[src/design/dpcr_pkg.sv]
`timescale 1ns / 1ps
// ----------------------------------------------------------------------------
// dpcr_pkg: shared types and constants for depth-to-color registration
// Register indexes, status codes and field widths.
// ----------------------------------------------------------------------------
package dpcr_pkg;

  localparam int DEF_IMAGE_WIDTH  = 512;
  localparam int DEF_IMAGE_HEIGHT = 424;
  localparam int DEPTH_LIMIT      = 10000;
  localparam int NUM_REGS         = 8;
  localparam int CFG_IDX_W        = 3;

  typedef enum logic [1:0] {
    ST_VALID   = 2'd0,
    ST_BAD_DEP = 2'd1,
    ST_OUTSIDE = 2'd2
  } status_t;

  typedef enum logic [CFG_IDX_W-1:0] {
    REG_INV_SCALE  = 3'd0,
    REG_INV_OFFSET = 3'd1,
    REG_P0_A       = 3'd2,
    REG_P0_B       = 3'd3,
    REG_P1_A       = 3'd4,
    REG_P1_B       = 3'd5,
    REG_P2_A       = 3'd6,
    REG_P2_B       = 3'd7
  } reg_idx_t;

  localparam logic signed [17:0] WORLD_MAX = 18'sd131071;
  localparam logic signed [17:0] WORLD_MIN = -18'sd131072;

  // Saturate floor(v / 2^24) to 18 bits signed.
  function automatic logic signed [17:0] sat_world(input logic signed [63:0] v);
    logic signed [39:0] s;
    begin
      s = v[63:24];
      if (s > 40'sd131071) sat_world = WORLD_MAX;
      else if (s < -40'sd131072) sat_world = WORLD_MIN;
      else sat_world = s[17:0];
    end
  endfunction

endpackage

[src/design/dpcr_divider.sv]
`timescale 1ns / 1ps
// ----------------------------------------------------------------------------
// dpcr_divider: pipelined restoring divider
// One quotient bit per stage, an item can enter every cycle while en is high. Carries a tag.
// ----------------------------------------------------------------------------
module dpcr_divider import dpcr_pkg::*; #(
  parameter int NUM_W = 64,
  parameter int QW    = 13,
  parameter int TAG_W = 8
) (
  input  logic             clk,
  input  logic             rst_n,
  input  logic             en,
  input  logic             in_valid,
  input  logic [NUM_W-1:0] in_num,
  input  logic [NUM_W-1:0] in_den,
  input  logic [TAG_W-1:0] in_tag,
  output logic             out_valid,
  output logic [QW-1:0]    out_quo,
  output logic [TAG_W-1:0] out_tag
);

  logic             v_r   [QW+1];
  logic [NUM_W-1:0] rem_r [QW+1];
  logic [NUM_W-1:0] den_r [QW+1];
  logic [QW-1:0]    quo_r [QW+1];
  logic [TAG_W-1:0] tag_r [QW+1];

  always_comb begin
    v_r[0]   = in_valid;
    rem_r[0] = in_num;
    den_r[0] = in_den;
    quo_r[0] = '0;
    tag_r[0] = in_tag;
  end

  // Quotient is known to be below 2^QW, so test den << (QW-1-k) per stage.
  for (genvar k = 0; k < QW; k++) begin : g_st
    logic [NUM_W+QW-1:0] sh;
    logic                ge;
    assign sh = {{QW{1'b0}}, den_r[k]} << (QW - 1 - k);
    assign ge = {{QW{1'b0}}, rem_r[k]} >= sh;
    always_ff @(posedge clk) begin
      if (!rst_n) begin
        v_r[k+1] <= 1'b0;
      end else if (en) begin
        v_r[k+1] <= v_r[k];
      end
      if (en) begin
        rem_r[k+1] <= ge ? rem_r[k] - sh[NUM_W-1:0] : rem_r[k];
        den_r[k+1] <= den_r[k];
        quo_r[k+1] <= quo_r[k] | (QW'(ge) << (QW - 1 - k));
        tag_r[k+1] <= tag_r[k];
      end
    end
  end

  assign out_valid = v_r[QW];
  assign out_quo   = quo_r[QW];
  assign out_tag   = tag_r[QW];

endmodule
[config.mk]
export PLATFORM = sky130hd
export DESIGN_NAME = dpcr_divider
export DESIGN_NICKNAME = d
export VERILOG_FILES = /design/src/design/dpcr_pkg.sv /design/src/design/dpcr_divider.sv
export SDC_FILE = /design/constraint.sdc
export NUM_CORES = 2
export LEC_CHECK = 0
export BUFFER_PORTS_ARGS = -buffer_cell sky130_fd_sc_hd__buf_2
export CAP_MARGIN = 20
export CORE_MARGIN = 5
export CORE_UTILIZATION = 45
export CTS_BUF_LIST = sky130_fd_sc_hd__clkbuf_16
export DETAILED_ROUTE_END_ITERATION = 8
export SLEW_MARGIN = 15
export SYNTH_ARGS = -nofsm -noshare
export SYNTH_HDL_FRONTEND = slang
export SYNTH_SLANG_ARGS = --single-unit
[constraint.sdc]
create_clock -name clk -period 5.95 [get_ports clk]
set_input_delay 0.8925 -clock clk [delete_from_list [all_inputs] [get_ports clk]]
set_output_delay 0.8925 -clock clk [all_outputs]
set_load 0.02 [all_outputs]
==> flow_summary.ini <==
[cts]
post-cts-setup-buffers = 0
holdBufCountCts = 0
cts_tree = done
htree_levels = 4
cts_root_buf = clkbuf_16
clockBufferDepth = 3
clk_latency_ns = 0.86
path_clk_slew_ns = 0.06
cts_sinks = 1744
ctsResizeCount = 0
cts_made_buffers = 194

[layout]
fillers = 20690
layout_common_cells = 1,731 x edfxtp_1, 988 x inv_1, 864 x nand2_1, 808 x a21oi_1, 754 x ha_1
multiInputGateArea_um2 = 46380
drive_gt1_share_pct = 8.657
seq_area_um2 = 52240
nNetsFinal = 10760
final_common_cell = edfxtp_1
syn_to_final_growth_pct = 10.32

[synth]
ys.warnings.count = 0
synthTopCellsByArea = edfxtp_1 50%, ha_1 9.1%, a21oi_1 3.9%
synth_edf_count = 1731
synth_top_flop_cell = edfxtp_1
synth_area_um2 = 103600
synth_top_area_share_pct = 50.18
synth_cell_types = 92
ys_ff_latch = 1744
ys_async_sr_fraction_pct = 0
postSynthAreaPerCell_um2 = 10.63
ys_seq_area_share_pct = 50.43
yosysTopAreaCell = edfxtp_1
syn_inst = 9743
syn-num-nets = 10650

[grt]
antenna_found_initial = 7
track_usage_pct = 22.47
grt_pass1_vias = 73270
grt_overflow = 0
grt_max_degree = 176
grt_pass1_wl_mm = 419.5

[setup_path]
cp.required_ns = 6.54
path_class = reg2reg
cp_max_fo = 27
slowest_delay_ns = 0.74
crit_arrival_ns = 5.86
worstSetupEndpointType = register
crit_path_top_delay_cell = a2111oi_1
crit_chain = ha_1, a2111oi_0, o21ai_1, a41oi_1, o311ai_0, a2111oi_1, buf_4, nor2_1, o31a_1, a31oi_4, inv_1, mux2_2
startpoint_type = register

[place]
io_buffers = 161
dp_slack_ns = 0.3167
gp_congestion = 0.9366
hpwl_mm = 216.2

[sta]
fin_crit_sh_pct = 88.67
period_minus_slack_ns = 5.276
hold_violations = 0
fmax_mhz = 189.6
slew_headroom_pct = 24.42
finalMaxSlewViolations = 0
timing.hold.ws_ns = 0.2094
finalClockSkew_ns = 0.05756
final-setup-viol-count = 0
setup_tns_ns = 0
grt_setup_unrepaired = no
worstMarginPinSlew_ns = 1.123
layout_setup_ws_ns = 0.6744

[floorplanning]
row_count = 176
fp.coreArea_um2 = 229500
die_w_um = 489.8
die_y_um = 489.8
fp.dieArea_um2 = 239900
io-pin-count = 162
initial_core_util_pct = 45.14

[routing]
drt-initial-drc-count = 4414
via_per_inst = 5.499
wl_per_cell_um = 20.81
firstDrtPassIters = 6
drc = 0
ant_nets = 0
drt_wl_total_mm = 271.8
vias = 71820

[power]
powerDensity_nw_per_um2 = 290.9
leakage_nw = 47.57
irDropWorstVdd_v = 0.0002507

[hold_path]
hold_class = in2reg

[outcome]
status = finished clean

[run]
max_cap_viol_count = 0
## stage by stage
| stage | utilization (%) | std cells | area, um^2 | power, W |
|---|---|---|---|---|
| after global placement | 46.98 | 12680 | 107800 | 0.02162 |
| after floorplan | - | 9743 | 103600 | 0.01959 |
| after CTS | 49.78 | 13040 | 114200 | 0.03362 |
| after global routing | 49.80 | 13060 | 114300 | 0.03492 |
| after detailed placement | 47.00 | 12690 | 107800 | 0.02164 |
| final | 49.80 | 13060 | 114300 | 0.03324 |
## cells in the mapped netlist (15+ instances only)
library cell     n
xor2_1         255
nor2_1         434
buf_2           49
a2111oi_0       15
a211oi_1        65
or2_2           21
mux2i_1         31
a41oi_1         19
clkbuf_1       262
nand3_1        174
a21boi_0        25
a31o_2          17
o31ai_1         53
o21a_1          73
o21bai_1       127
nand2b_1       100
or4_1           15
a21oi_1        808
xnor2_1        367
ha_1           754
or3_1           23
o21ai_0        721
inv_1          947
nor2b_1        104
nand2_1        864
a31oi_1         77
and3_1          93
o41ai_1         22
buf_4           26
nor4_1          60
mux2_2         240
a21o_1         422
nand4_1        172
o31a_1          25
o211ai_1        50
o21ai_1         20
a221o_1         18
and2_1          45
a221oi_1        28
edfxtp_1      1731
and4_1          34
nor3_1         115
## worst max-delay path, delay by kind of cell, from the launching register on
family                   cells  cell delay [ns]
multiplexers                 1             0.38
buffers and inverters        2             0.65
adder cells (fa/ha/maj)      1             0.41
AND/OR/NAND/NOR              1             0.12
AO/OA/AOI/OAI                7             3.05
flip-flops                   1             0.40
## area by class of cell
cell class                      instances  share of cell area (%)
Tap cell                             3026                   3.313
Inverter                              949                   3.117
Clock buffer                          196                   4.292
Timing Repair Buffer                  268                   1.636
Antenna cell                           18                 0.03942
Multi-Input combinational cell       6698                   40.58
Clock inverter                        160                   1.306
Sequential cell                      1744                   45.71
## cells by family after synthesis
| group | count (synthesis) | synth area share [%] |
|---|---|---|
| compound gates | 2716 | 16.32 |
| simple gates | 2316 | 10.73 |
| flops | 1744 | 50.43 |
| buf+inv | 1301 | 4.915 |
| fa+ha+maj | 766 | 9.340 |
| xor+xnor | 622 | 5.259 |
| mux | 278 | 2.996 |
## path summary, 6_finish.rpt
path,slack (ns),cells past startpoint,from,endpoint
worst min-delay path,0.21,1,in_tag[1],tag_r[97]$_DFFE_PP_
worst max register to register,0.67,12,rem_r[611]$_DFFE_PP_,rem_r[550]$_DFFE_PP_
worst min register to register,0.39,0,quo_r[44]$_DFFE_PP_,quo_r[31]$_DFFE_PP_
worst max-delay path,0.67,12,rem_r[611]$_DFFE_PP_,rem_r[550]$_DFFE_PP_
## power breakdown
part           internal [W]  switching [W]
logic               0.00256        0.00390
registers            0.0145       0.000491
clock network       0.00684        0.00497
## routing by layer
metal	routed length, um	vias to the layer above	global-route usage (%)	share of wire (%)
li1	-	35960	-	-
met4	19070	0	13.61	7.0
met2	134100	1600	39.91	49
met3	8338	580	2.459	3.1
met5	0	-	0	0
met1	110200	33680	26.11	41
## state kept, by name (all words and copies together), names as in the netlist
register	cells
den_r	768
v_r	12
out_quo	13
out_valid	1
quo_r	78
out_tag	8
rem_r	768
tag_r	96
Power figures use the tool's default switching activity.
